**src/rtl/ppc_pkg.sv**
```systemverilog
// Shared types and constants for the patch post compositor.
// Used by ppc_front, ppc_back, the top level and the checker; depends on nothing.
`timescale 1ns / 1ps
`default_nettype none

package ppc_pkg;

   // Field widths fixed by the word format
   localparam int DATA_W      = 8;
   localparam int ADDR_W      = 20;
   localparam int DIM_REG_W   = 11;
   localparam int ORIGIN_W    = 16;
   localparam int ROW_W       = 9;
   localparam int LEFT_W      = 8;
   localparam int CSR_INDEX_W = 3;
   localparam int CSR_DATA_W  = 16;

   // Queue depth between parser and address unit
   localparam int FIFO_DEPTH = 4;

   // Defaults for the top-level parameters
   localparam int DEFAULT_MAX_TEX_DIM       = 1024;
   localparam int DEFAULT_MAX_PATCH_COLUMNS = 1024;

   // Column terminator in the top offset position
   localparam logic [DATA_W-1:0] END_MARK = 8'hFF;

   // Register indexes on the configuration port
   localparam logic [CSR_INDEX_W-1:0] CSR_TEX_WIDTH  = 3'd0;
   localparam logic [CSR_INDEX_W-1:0] CSR_TEX_HEIGHT = 3'd1;
   localparam logic [CSR_INDEX_W-1:0] CSR_ORIGIN_X   = 3'd2;
   localparam logic [CSR_INDEX_W-1:0] CSR_ORIGIN_Y   = 3'd3;
   localparam logic [CSR_INDEX_W-1:0] CSR_FILL_INDEX = 3'd4;

   // Register reset values
   localparam logic [DIM_REG_W-1:0] TEX_DIM_RESET = 11'd64;

   // Parser phases
   typedef enum logic [2:0] {
      PH_TOP  = 3'd0,
      PH_LEN  = 3'd1,
      PH_PAD1 = 3'd2,
      PH_PIX  = 3'd3,
      PH_PAD2 = 3'd4
   } ppc_phase_type;

   // Configuration handed to the address unit
   typedef struct packed {
      logic        [DIM_REG_W-1:0] tex_width;
      logic        [DIM_REG_W-1:0] tex_height;
      logic signed [ORIGIN_W-1:0]  origin_x;
      logic signed [ORIGIN_W-1:0]  origin_y;
      logic        [DATA_W-1:0]    fill_index;
   } ppc_cfg_type;

endpackage

`default_nettype wire

```
**src/rtl/ppc_fifo.sv**
```systemverilog
// Small register queue between the post parser and the address unit.
// Depends on nothing; width and depth come from parameters.
`timescale 1ns / 1ps
`default_nettype none

module ppc_fifo #(
   parameter int WIDTH = 8,
   parameter int DEPTH = 4,
   localparam int PTR_W = (DEPTH > 1) ? $clog2(DEPTH) : 1,
   localparam int CNT_W = $clog2(DEPTH + 1)
) (
   input  wire logic             clock,
   input  wire logic             reset,
   input  wire logic             push,
   input  wire logic [WIDTH-1:0] push_data,
   output      logic             full,
   input  wire logic             pop,
   output      logic             not_empty,
   output      logic [WIDTH-1:0] pop_data
);

   logic [WIDTH-1:0] slot_ff [DEPTH];
   logic [PTR_W-1:0] wr_ptr_ff, wr_ptr_in;
   logic [PTR_W-1:0] rd_ptr_ff, rd_ptr_in;
   logic [CNT_W-1:0] count_ff, count_in;
   logic             do_push, do_pop;

   assign full      = (count_ff == CNT_W'(DEPTH));
   assign not_empty = (count_ff != '0);
   assign pop_data  = slot_ff[rd_ptr_ff];
   assign do_push   = push && !full;
   assign do_pop    = pop && not_empty;

   // Advance pointers and the fill count
   always_comb begin
      wr_ptr_in = wr_ptr_ff;
      rd_ptr_in = rd_ptr_ff;
      count_in  = count_ff;
      if (do_push) begin
         wr_ptr_in = (wr_ptr_ff == PTR_W'(DEPTH - 1)) ? '0 : wr_ptr_ff + PTR_W'(1);
      end
      if (do_pop) begin
         rd_ptr_in = (rd_ptr_ff == PTR_W'(DEPTH - 1)) ? '0 : rd_ptr_ff + PTR_W'(1);
      end
      if (do_push && !do_pop) begin
         count_in = count_ff + CNT_W'(1);
      end else if (do_pop && !do_push) begin
         count_in = count_ff - CNT_W'(1);
      end
   end

   always_ff @(posedge clock) begin
      if (reset) begin
         wr_ptr_ff <= '0;
         rd_ptr_ff <= '0;
         count_ff  <= '0;
      end else begin
         wr_ptr_ff <= wr_ptr_in;
         rd_ptr_ff <= rd_ptr_in;
         count_ff  <= count_in;
      end
   end

   // Store the incoming word
   always_ff @(posedge clock) begin
      if (do_push) begin
         slot_ff[wr_ptr_ff] <= push_data;
      end
   end

endmodule

`default_nettype wire

```
**src/rtl/ppc_front.sv**
```systemverilog
// Post parser: walks top offset, length, pads and pixels of each column.
// Depends on ppc_pkg; pushes one word per placed pixel into the queue.
`timescale 1ns / 1ps
`default_nettype none

module ppc_front
   import ppc_pkg::*;
#(
   parameter int MAX_PATCH_COLUMNS = DEFAULT_MAX_PATCH_COLUMNS,
   localparam int COL_W = $clog2(MAX_PATCH_COLUMNS + 1)
) (
   input  wire logic              clock,
   input  wire logic              reset,
   input  wire logic              req_valid,
   output      logic              req_stall,
   input  wire logic [DATA_W-1:0] req_data_byte,
   input  wire logic              req_patch_begin,
   input  wire logic              fifo_full,
   output      logic              push,
   output      logic [COL_W-1:0]  push_col,
   output      logic [ROW_W-1:0]  push_row,
   output      logic [DATA_W-1:0] push_value
);

   localparam logic [COL_W-1:0] COL_LIMIT = COL_W'(MAX_PATCH_COLUMNS);

   ppc_phase_type     phase_ff, phase_in, cur_phase;
   logic [LEFT_W-1:0] left_ff, left_in, cur_left, left_dec;
   logic [COL_W-1:0]  col_ff, col_in, cur_col;
   logic [ROW_W-1:0]  row_ff, row_in, cur_row;
   logic              accept, col_open;

   assign req_stall = fifo_full;
   assign accept    = req_valid && !fifo_full;

   // Clear parser state on the first byte of a patch
   assign cur_phase = req_patch_begin ? PH_TOP : phase_ff;
   assign cur_left  = req_patch_begin ? '0 : left_ff;
   assign cur_col   = req_patch_begin ? '0 : col_ff;
   assign cur_row   = req_patch_begin ? '0 : row_ff;
   assign left_dec  = cur_left - LEFT_W'(1);
   assign col_open  = (cur_col < COL_LIMIT);

   assign push_col   = cur_col;
   assign push_row   = cur_row;
   assign push_value = req_data_byte;

   // Next phase and counters
   always_comb begin
      phase_in = phase_ff;
      left_in  = left_ff;
      col_in   = col_ff;
      row_in   = row_ff;
      push     = 1'b0;
      if (accept) begin
         left_in = cur_left;
         col_in  = cur_col;
         row_in  = cur_row;
         unique case (cur_phase)
            PH_LEN: begin
               left_in  = req_data_byte;
               phase_in = PH_PAD1;
            end
            PH_PAD1: begin
               phase_in = (cur_left != '0) ? PH_PIX : PH_PAD2;
            end
            PH_PIX: begin
               push     = col_open;
               row_in   = cur_row + ROW_W'(1);
               left_in  = left_dec;
               phase_in = (left_dec == '0) ? PH_PAD2 : PH_PIX;
            end
            PH_PAD2: begin
               phase_in = PH_TOP;
            end
            default: begin
               if (req_data_byte == END_MARK) begin
                  if (col_open) begin
                     col_in = cur_col + COL_W'(1);
                  end
                  phase_in = PH_TOP;
               end else begin
                  row_in   = ROW_W'(req_data_byte);
                  phase_in = PH_LEN;
               end
            end
         endcase
      end
   end

   always_ff @(posedge clock) begin
      if (reset) begin
         phase_ff <= PH_TOP;
         left_ff  <= '0;
         col_ff   <= '0;
         row_ff   <= '0;
      end else begin
         phase_ff <= phase_in;
         left_ff  <= left_in;
         col_ff   <= col_in;
         row_ff   <= row_in;
      end
   end

endmodule

`default_nettype wire

```
**src/rtl/ppc_back.sv**
```systemverilog
// Address unit: clips pixels to the texture and forms column * height + row.
// Depends on ppc_pkg; drains the queue through a range stage and an output stage.
`timescale 1ns / 1ps
`default_nettype none

module ppc_back
   import ppc_pkg::*;
#(
   parameter int MAX_TEX_DIM       = DEFAULT_MAX_TEX_DIM,
   parameter int MAX_PATCH_COLUMNS = DEFAULT_MAX_PATCH_COLUMNS,
   localparam int COL_W = $clog2(MAX_PATCH_COLUMNS + 1)
) (
   input  wire logic              clock,
   input  wire logic              reset,
   input  wire ppc_cfg_type       cfg,
   input  wire logic              q_valid,
   output      logic              q_pop,
   input  wire logic [COL_W-1:0]  q_col,
   input  wire logic [ROW_W-1:0]  q_row,
   input  wire logic [DATA_W-1:0] q_value,
   output      logic              rsp_valid,
   input  wire logic              rsp_stall,
   output      logic [ADDR_W-1:0] rsp_write_addr,
   output      logic [DATA_W-1:0] rsp_write_value
);

   localparam int DIM_W = $clog2(MAX_TEX_DIM + 1);
   localparam int SW    = ((COL_W > ORIGIN_W) ? COL_W : ORIGIN_W) + 2;
   localparam int AW    = 2 * DIM_W + 1;
   localparam int PW    = (AW > ADDR_W) ? AW : ADDR_W;
   localparam logic [DIM_W-1:0] DIM_MAX = DIM_W'(MAX_TEX_DIM);

   logic [DIM_W-1:0]     w_clamp, h_clamp;
   logic signed [SW-1:0] w_s, h_s, col_s, row_s;
   logic                 in_range;
   logic [PW-1:0]        addr_full;

   logic                 s1_valid_ff, s1_valid_in;
   logic [DIM_W-1:0]     s1_col_ff, s1_row_ff;
   logic [DATA_W-1:0]    s1_value_ff;
   logic                 rsp_valid_ff, rsp_valid_in;
   logic [ADDR_W-1:0]    addr_ff;
   logic [DATA_W-1:0]    value_ff;
   logic                 rsp_ready, s1_ready;

   // Limit texture size to the supported maximum
   assign w_clamp = (32'(cfg.tex_width) > 32'(MAX_TEX_DIM)) ? DIM_MAX : DIM_W'(cfg.tex_width);
   assign h_clamp = (32'(cfg.tex_height) > 32'(MAX_TEX_DIM)) ? DIM_MAX : DIM_W'(cfg.tex_height);
   assign w_s     = SW'(w_clamp);
   assign h_s     = SW'(h_clamp);

   // Place the pixel in texture space and clip it
   assign col_s    = SW'(cfg.origin_x) + $signed(SW'(q_col));
   assign row_s    = SW'(cfg.origin_y) + $signed(SW'(q_row));
   assign in_range = (col_s >= 0) && (col_s < w_s) && (row_s >= 0) && (row_s < h_s);

   // Handshake between stages
   assign rsp_ready = !rsp_valid_ff || !rsp_stall;
   assign s1_ready  = !s1_valid_ff || rsp_ready;
   assign q_pop     = q_valid && s1_ready;

   always_comb begin
      s1_valid_in  = s1_valid_ff;
      rsp_valid_in = rsp_valid_ff;
      if (s1_ready) begin
         s1_valid_in = q_pop && in_range;
      end
      if (rsp_ready) begin
         rsp_valid_in = s1_valid_ff;
      end
   end

   always_ff @(posedge clock) begin
      if (reset) begin
         s1_valid_ff  <= 1'b0;
         rsp_valid_ff <= 1'b0;
      end else begin
         s1_valid_ff  <= s1_valid_in;
         rsp_valid_ff <= rsp_valid_in;
      end
   end

   // Range stage: hold clipped coordinates and the substituted value
   always_ff @(posedge clock) begin
      if (q_pop) begin
         s1_col_ff   <= col_s[DIM_W-1:0];
         s1_row_ff   <= row_s[DIM_W-1:0];
         s1_value_ff <= (q_value != '0) ? q_value : cfg.fill_index;
      end
   end

   // Output stage: column-major address
   assign addr_full = PW'(s1_col_ff) * PW'(h_clamp) + PW'(s1_row_ff);

   always_ff @(posedge clock) begin
      if (rsp_ready && s1_valid_ff) begin
         addr_ff  <= addr_full[ADDR_W-1:0];
         value_ff <= s1_value_ff;
      end
   end

   assign rsp_valid       = rsp_valid_ff;
   assign rsp_write_addr  = addr_ff;
   assign rsp_write_value = value_ff;

endmodule

`default_nettype wire

```
**src/rtl/patch_post_compositor.sv**
```systemverilog
// Patch post compositor: turns patch column post bytes into texture writes.
//
// Request channel: one post byte per word (req_data_byte), with
// req_patch_begin high on the first byte of each patch. A word is taken when
// req_valid is high and req_stall is low. Response channel: one texture write
// (rsp_write_addr, rsp_write_value) per pixel that lands inside the texture;
// a word leaves when rsp_valid is high and rsp_stall is low.
// Throughput: one request word per cycle while req_stall is low. A pixel's
// byte enters the queue when taken, then passes the clip stage and the address
// stage, which holds one multiply-add; bytes that place no pixel give no word.
// A four-word queue separates the parser from the address unit; when the
// receiver stalls, the output holds, the stages behind it fill, and req_stall
// rises once the queue is full. Configuration is written through
// csr_write_en/csr_index/csr_wdata by the user only while no pixel is in
// flight; the block does not enforce this. Reset clears the parser, empties the
// queue and the stages and restores register defaults (64 x 64 texture, origin
// zero, fill 0). Depends on ppc_pkg, ppc_fifo, ppc_front and ppc_back.
`timescale 1ns / 1ps
`default_nettype none

module patch_post_compositor
   import ppc_pkg::*;
#(
   parameter int MAX_TEX_DIM       = DEFAULT_MAX_TEX_DIM,
   parameter int MAX_PATCH_COLUMNS = DEFAULT_MAX_PATCH_COLUMNS
) (
   input  wire logic                   clock,
   input  wire logic                   reset,
   input  wire logic                   req_valid,
   output      logic                   req_stall,
   input  wire logic [DATA_W-1:0]      req_data_byte,
   input  wire logic                   req_patch_begin,
   output      logic                   rsp_valid,
   input  wire logic                   rsp_stall,
   output      logic [ADDR_W-1:0]      rsp_write_addr,
   output      logic [DATA_W-1:0]      rsp_write_value,
   input  wire logic                   csr_write_en,
   input  wire logic [CSR_INDEX_W-1:0] csr_index,
   input  wire logic [CSR_DATA_W-1:0]  csr_wdata
);

   localparam int COL_W = $clog2(MAX_PATCH_COLUMNS + 1);
   localparam int Q_W   = COL_W + ROW_W + DATA_W;

   ppc_cfg_type       cfg_ff, cfg_in;
   logic              push, fifo_full, q_valid, q_pop;
   logic [COL_W-1:0]  push_col;
   logic [ROW_W-1:0]  push_row;
   logic [DATA_W-1:0] push_value;
   logic [Q_W-1:0]    q_data;

   // Decode register writes
   always_comb begin
      cfg_in = cfg_ff;
      if (csr_write_en) begin
         unique case (csr_index)
            CSR_TEX_WIDTH:  cfg_in.tex_width  = csr_wdata[DIM_REG_W-1:0];
            CSR_TEX_HEIGHT: cfg_in.tex_height = csr_wdata[DIM_REG_W-1:0];
            CSR_ORIGIN_X:   cfg_in.origin_x   = csr_wdata[ORIGIN_W-1:0];
            CSR_ORIGIN_Y:   cfg_in.origin_y   = csr_wdata[ORIGIN_W-1:0];
            CSR_FILL_INDEX: cfg_in.fill_index = csr_wdata[DATA_W-1:0];
            default:        cfg_in = cfg_ff;
         endcase
      end
   end

   always_ff @(posedge clock) begin
      if (reset) begin
         cfg_ff.tex_width  <= TEX_DIM_RESET;
         cfg_ff.tex_height <= TEX_DIM_RESET;
         cfg_ff.origin_x   <= '0;
         cfg_ff.origin_y   <= '0;
         cfg_ff.fill_index <= '0;
      end else begin
         cfg_ff <= cfg_in;
      end
   end

   ppc_front #(
      .MAX_PATCH_COLUMNS(MAX_PATCH_COLUMNS)
   ) u_front (
      .clock          (clock),
      .reset          (reset),
      .req_valid      (req_valid),
      .req_stall      (req_stall),
      .req_data_byte  (req_data_byte),
      .req_patch_begin(req_patch_begin),
      .fifo_full      (fifo_full),
      .push           (push),
      .push_col       (push_col),
      .push_row       (push_row),
      .push_value     (push_value)
   );

   ppc_fifo #(
      .WIDTH(Q_W),
      .DEPTH(FIFO_DEPTH)
   ) u_fifo (
      .clock    (clock),
      .reset    (reset),
      .push     (push),
      .push_data({push_col, push_row, push_value}),
      .full     (fifo_full),
      .pop      (q_pop),
      .not_empty(q_valid),
      .pop_data (q_data)
   );

   ppc_back #(
      .MAX_TEX_DIM      (MAX_TEX_DIM),
      .MAX_PATCH_COLUMNS(MAX_PATCH_COLUMNS)
   ) u_back (
      .clock          (clock),
      .reset          (reset),
      .cfg            (cfg_ff),
      .q_valid        (q_valid),
      .q_pop          (q_pop),
      .q_col          (q_data[Q_W-1 -: COL_W]),
      .q_row          (q_data[DATA_W +: ROW_W]),
      .q_value        (q_data[DATA_W-1:0]),
      .rsp_valid      (rsp_valid),
      .rsp_stall      (rsp_stall),
      .rsp_write_addr (rsp_write_addr),
      .rsp_write_value(rsp_write_value)
   );

endmodule

`default_nettype wire

```
**config.mk**
```make
export PLATFORM = sky130hd
export DESIGN_NAME = patch_post_compositor
export DESIGN_NICKNAME = d
export VERILOG_FILES = /design/src/rtl/ppc_pkg.sv /design/src/rtl/ppc_fifo.sv /design/src/rtl/ppc_front.sv /design/src/rtl/ppc_back.sv /design/src/rtl/patch_post_compositor.sv
export SDC_FILE = /design/constraint.sdc
export NUM_CORES = 1
export LEC_CHECK = 0
export BUFFER_PORTS_ARGS = -buffer_cell sky130_fd_sc_hd__buf_2
export CORE_ASPECT_RATIO = 0.6
export CORE_MARGIN = 3
export CORE_UTILIZATION = 50
export CTS_CLUSTER_DIAMETER = 80
export DETAILED_ROUTE_END_ITERATION = 10
export PLACE_DENSITY = 0.7
export SLEW_MARGIN = 20
export SYNTH_ARGS = -nofsm -noshare
export SYNTH_HDL_FRONTEND = slang
export SYNTH_HIERARCHICAL = 1
export SYNTH_SLANG_ARGS = --single-unit
```
**constraint.sdc**
```tcl
create_clock -name clock -period 7.2 [get_ports clock]
set_input_delay 1.08 -clock clock [delete_from_list [all_inputs] [get_ports clock]]
set_output_delay 1.08 -clock clock [all_outputs]
set_load 0.02 [all_outputs]
```
==> results by group <==
Run status
  • Run status: completed

Final layout
  • Antenna cell count: 0
  • Final nets: 1779
  • End-of-flow core utilization: 0.563
  • Proportion of layout cells with a drive suffix above 1: 0.118
  • Layout Area Growth over Synthesis: 9.11%

Clocking
  • Clock tree from TritonCTS: yes
  • Cts hold-fix bufs: 0
  • Maximum root-to-sink buffer count: 3
  • CTS root buf: sky130_fd_sc_hd__clkbuf_16
  • Number of gates resized after cts: 0
  • CTS clk-pin slew, worst paths: 0.06 ns
  • Number of buffers inserted during clock tree synthesis: 27
  • Worst-Skew Late Latency: 0.57 ns
  • Post-CTS setup buffers: 0
  • H-tree level count: 1
  • Sinks on Clock Net: 274

Synthesis
  • Fraction of synthesized cell area taken by the top area cell type: 0.301
  • Largest area contributor in the synthesized netlist: sky130_fd_sc_hd__edfxtp_1
  • Post-synth top flop: sky130_fd_sc_hd__edfxtp_1
  • Top cells by area, synth: sky130_fd_sc_hd__edfxtp_1, sky130_fd_sc_hd__dfxtp_1, sky130_fd_sc_hd__fa_1, sky130_fd_sc_hd__ha_1, sky130_fd_sc_hd__mux2i_1
  • EDFF count, synth: 170
  • Number of synthesized register bits: 274
  • Total number of yosys warnings: 6
  • Mapped Cells: 1524
  • Sequential cell area fraction in the yosys report: 0.423
  • Mean post-synth cell area: 11.1 um2
  • Asr flop ratio synth: 0
  • Post-Synthesis Cell Area: 0.0170 mm2
  • Library cells used by synthesis: 82
  • Post-synthesis net count: 1751

Worst setup path
  • Worst path arrival time: 6.41 ns
  • Crit path largest cell delay: 0.79 ns
  • Launching element type of the critical path: flop
  • Critical-path cell with the highest stage delay: sky130_fd_sc_hd__nor2b_1
  • Flop2flop setup slack: 1.07 ns
  • Crit path kind: flop to flop
  • Sequence of cells on the critical path: nor2b_1 > nand2_1 > fa_1 > inv_1 > fa_1 > fa_1 > fa_1 > inv_1 > fa_1 > inv_1 > ha_1 > and2_1 > a31o_2 > a31oi_2 > a21oi_2 > a41o_1 > nand2_1 > o311ai_2
  • R2r worst-path depth: 18
  • Reg-to-reg startpoint: cfg_ff[50]
  • R2r endpoint: u_back/rsp_write_addr[18]
  • WP data required: 7.49 ns
  • Largest fanout of any net on the critical path: 23
  • Kind of capture point of the worst setup path: flop
  • Most frequent cell on the critical path: sky130_fd_sc_hd__fa_1

Min path
  • Startpoint of the worst hold path: u_back/s1_value_ff[5]
  • End point of the most critical hold path: u_back/rsp_write_value[5]
  • Worst min path class: flop to flop
  • Number of stages on the worst hold path: 0

Drt
  • Remaining number of nets flagged by the antenna check after routing: 0
  • Initial drt markers: 908
  • Number of vias in the routed layout: 11300
  • Via/cell ratio: 5.56
  • Routed WL per cell: 19.0 um
  • Number of detailed-route iterations in the first pass: 5
  • Total Wirelength: 38400 um
  • DRC Markers: 0

Die
  • Full die area: 0.0363 mm2
  • Core area: 0.0329 mm2
  • Standard-cell rows: 51
  • Count of boundary I/O pins: 63
  • Die Y: 149 um
  • Initial Utilization: 0.516
  • Chip width: 244 um

Placed design
  • Detailed-placement wirelength estimate: 28500 um
  • GPL Wtd Cong: 0.883
  • I/O Buffers: 62

Timing
  • Aggregate negative setup slack: 0 ns
  • Final count of hold timing violations: 0
  • Time the final worst path needs with I/O delays and setup: 6.13 ns
  • Fmax: 163 MHz
  • Crit share post-route: 0.851
  • Final count of negative-setup-slack endpoints: 0
  • Worst max-slew margin expressed relative to the limit: 0.317
  • Clock skew: 0.0217 ns
  • Max-slew violation count: 0
  • RSZ-0062 raised after global routing: false
  • Actual transition at the worst max-transition pin: 1.02 ns

Global route
  • Largest net degree at the start of global routing: 82
  • GR Util All Layers: 0.217
  • Initial antenna violation count: 0
  • Wire length of the first global-routing pass: 62100 um
  • GRT Residual Overflow: 0
  • Number of global-route vias before repair: 11300

Flow run
  • Max-cap viol count: 0

Pwr
  • Pwr dens: 187 mW/mm2
  • Leakage power: 7.61 nW
  • VDD IR max: 0.164 mV
[layout by cell type (no fill, tap or decap), types with 16 or more instances in the layout]
master                      Yosys  routed
sky130_fd_sc_hd__a21o_1        16      16
sky130_fd_sc_hd__a21oi_1       45      45
sky130_fd_sc_hd__and2_1        56      56
sky130_fd_sc_hd__buf_2          8      61
sky130_fd_sc_hd__clkbuf_16      0      27
sky130_fd_sc_hd__dfxtp_1      104     103
sky130_fd_sc_hd__edfxtp_1     170     170
sky130_fd_sc_hd__fa_1          93      93
sky130_fd_sc_hd__ha_1         101     101
sky130_fd_sc_hd__inv_1        156     156
sky130_fd_sc_hd__mux2i_1       70      70
sky130_fd_sc_hd__mux4_2        28      28
sky130_fd_sc_hd__nand2_1      121     121
sky130_fd_sc_hd__nand2b_1      84      84
sky130_fd_sc_hd__nand3_1       24      24
sky130_fd_sc_hd__nor2_1        59      59
sky130_fd_sc_hd__nor2b_1       39      39
sky130_fd_sc_hd__nor3_1        30      30
sky130_fd_sc_hd__o21ai_0       36      36
sky130_fd_sc_hd__xnor2_1       28      28
[how the worst max path moves through the flow]
stage,start,to,slack (ns),cells past startpoint
floorplan,cfg_ff[50],u_back/rsp_write_addr[18],1.82,20
global placement,cfg_ff[50],u_back/rsp_write_addr[18],1.29,18
detailed placement,cfg_ff[50],u_back/rsp_write_addr[19],1.14,19
CTS,cfg_ff[50],u_back/rsp_write_addr[19],1.13,19
global route,cfg_ff[50],u_back/rsp_write_addr[19],0.70,19
finish,cfg_ff[50],u_back/rsp_write_addr[18],1.07,18
[cell families (layout without fill, tap and decap cells)]
logic type	after synthesis	after routing	share of synthesized area
AOI/OAI and AO/OA	193	193	0.0783
xor gates and xnor gates	40	40	0.0206
adders and majority gates	194	194	0.184
buffers and inverters	234	283	0.0577
DFF	274	274	0.423
muxes	101	101	0.0804
and+or+nand+nor	488	488	0.156
[where the power goes]
part | total (mW) | switching [mW] | internal, mW
clock | 1.44 | 0.627 | 0.816
combinational | 0.331 | 0.197 | 0.134
sequential | 1.69 | 0.0173 | 1.68
total | 3.47 | 0.841 | 2.63
[metrics by stage]
step	power (mW)	setup slack (ns)	hold WS [ns]	instances	area [um2]
after floorplan	1.97	1.82	0.400	1524	17000
after global placement	2.05	1.29	0.437	1971	17600
after detailed placement	2.05	1.14	0.406	1971	17600
after CTS	3.50	1.13	0.451	2021	18500
after global routing	3.62	0.700	0.454	2023	18500
final	3.47	1.07	0.439	2023	18500
[worst max-delay path: cells and delay by family, from the launching register on]
kind	cells	cell delay [ns]
simple gates	4	1.24
buf+inv	3	0.15
compound gates	5	0.94
flops	1	0.54
fa+ha+maj	6	2.97
[Yosys cell counts (30+ instances only)]
cell type / instances
sky130_fd_sc_hd__mux2i_1: 70
sky130_fd_sc_hd__dfxtp_1: 104
sky130_fd_sc_hd__a21oi_1: 45
sky130_fd_sc_hd__inv_1: 156
sky130_fd_sc_hd__fa_1: 93
sky130_fd_sc_hd__nor2b_1: 39
sky130_fd_sc_hd__nor2_1: 59
sky130_fd_sc_hd__o21ai_0: 36
sky130_fd_sc_hd__ha_1: 101
sky130_fd_sc_hd__nor3_1: 30
sky130_fd_sc_hd__clkbuf_1: 47
sky130_fd_sc_hd__nand2b_1: 84
sky130_fd_sc_hd__edfxtp_1: 170
sky130_fd_sc_hd__and2_1: 56
sky130_fd_sc_hd__nand2_1: 121
[sequential cells by signal (all words and copies together), names as in the netlist, 3 cells and up, named ones only]
name,flops
u_front/row_ff,9
u_fifo/count_ff,3
u_front/phase_ff,3
u_back/s1_row_ff,11
cfg_ff,62
u_back/rsp_write_value,8
u_back/rsp_write_addr,20
u_fifo/slot_ff,112
u_front/col_ff,11
u_back/s1_col_ff,11
u_back/s1_value_ff,8
u_front/left_ff,8
[layer usage]
| layer | vias to the layer above | wire length (um) | GRT usage |
|---|---|---|---|
| met5 | - | 0 | 0 |
| met4 | 0 | 539 | 0.0356 |
| met3 | 45 | 3000 | 0.0510 |
| met2 | 328 | 15500 | 0.306 |
| met1 | 5546 | 19400 | 0.343 |
| li1 | 5335 | - | - |
[cell type report]
class	count	area, um2
Inverter	159	616
Multi-Input combinational cell	1016	8830
Tap cell	450	563
Clock inverter	19	200
Fill cell	2797	14400
Clock buffer	31	701
Timing Repair Buffer	74	423
Sequential cell	274	7190
Power figures use the tool's default switching activity.
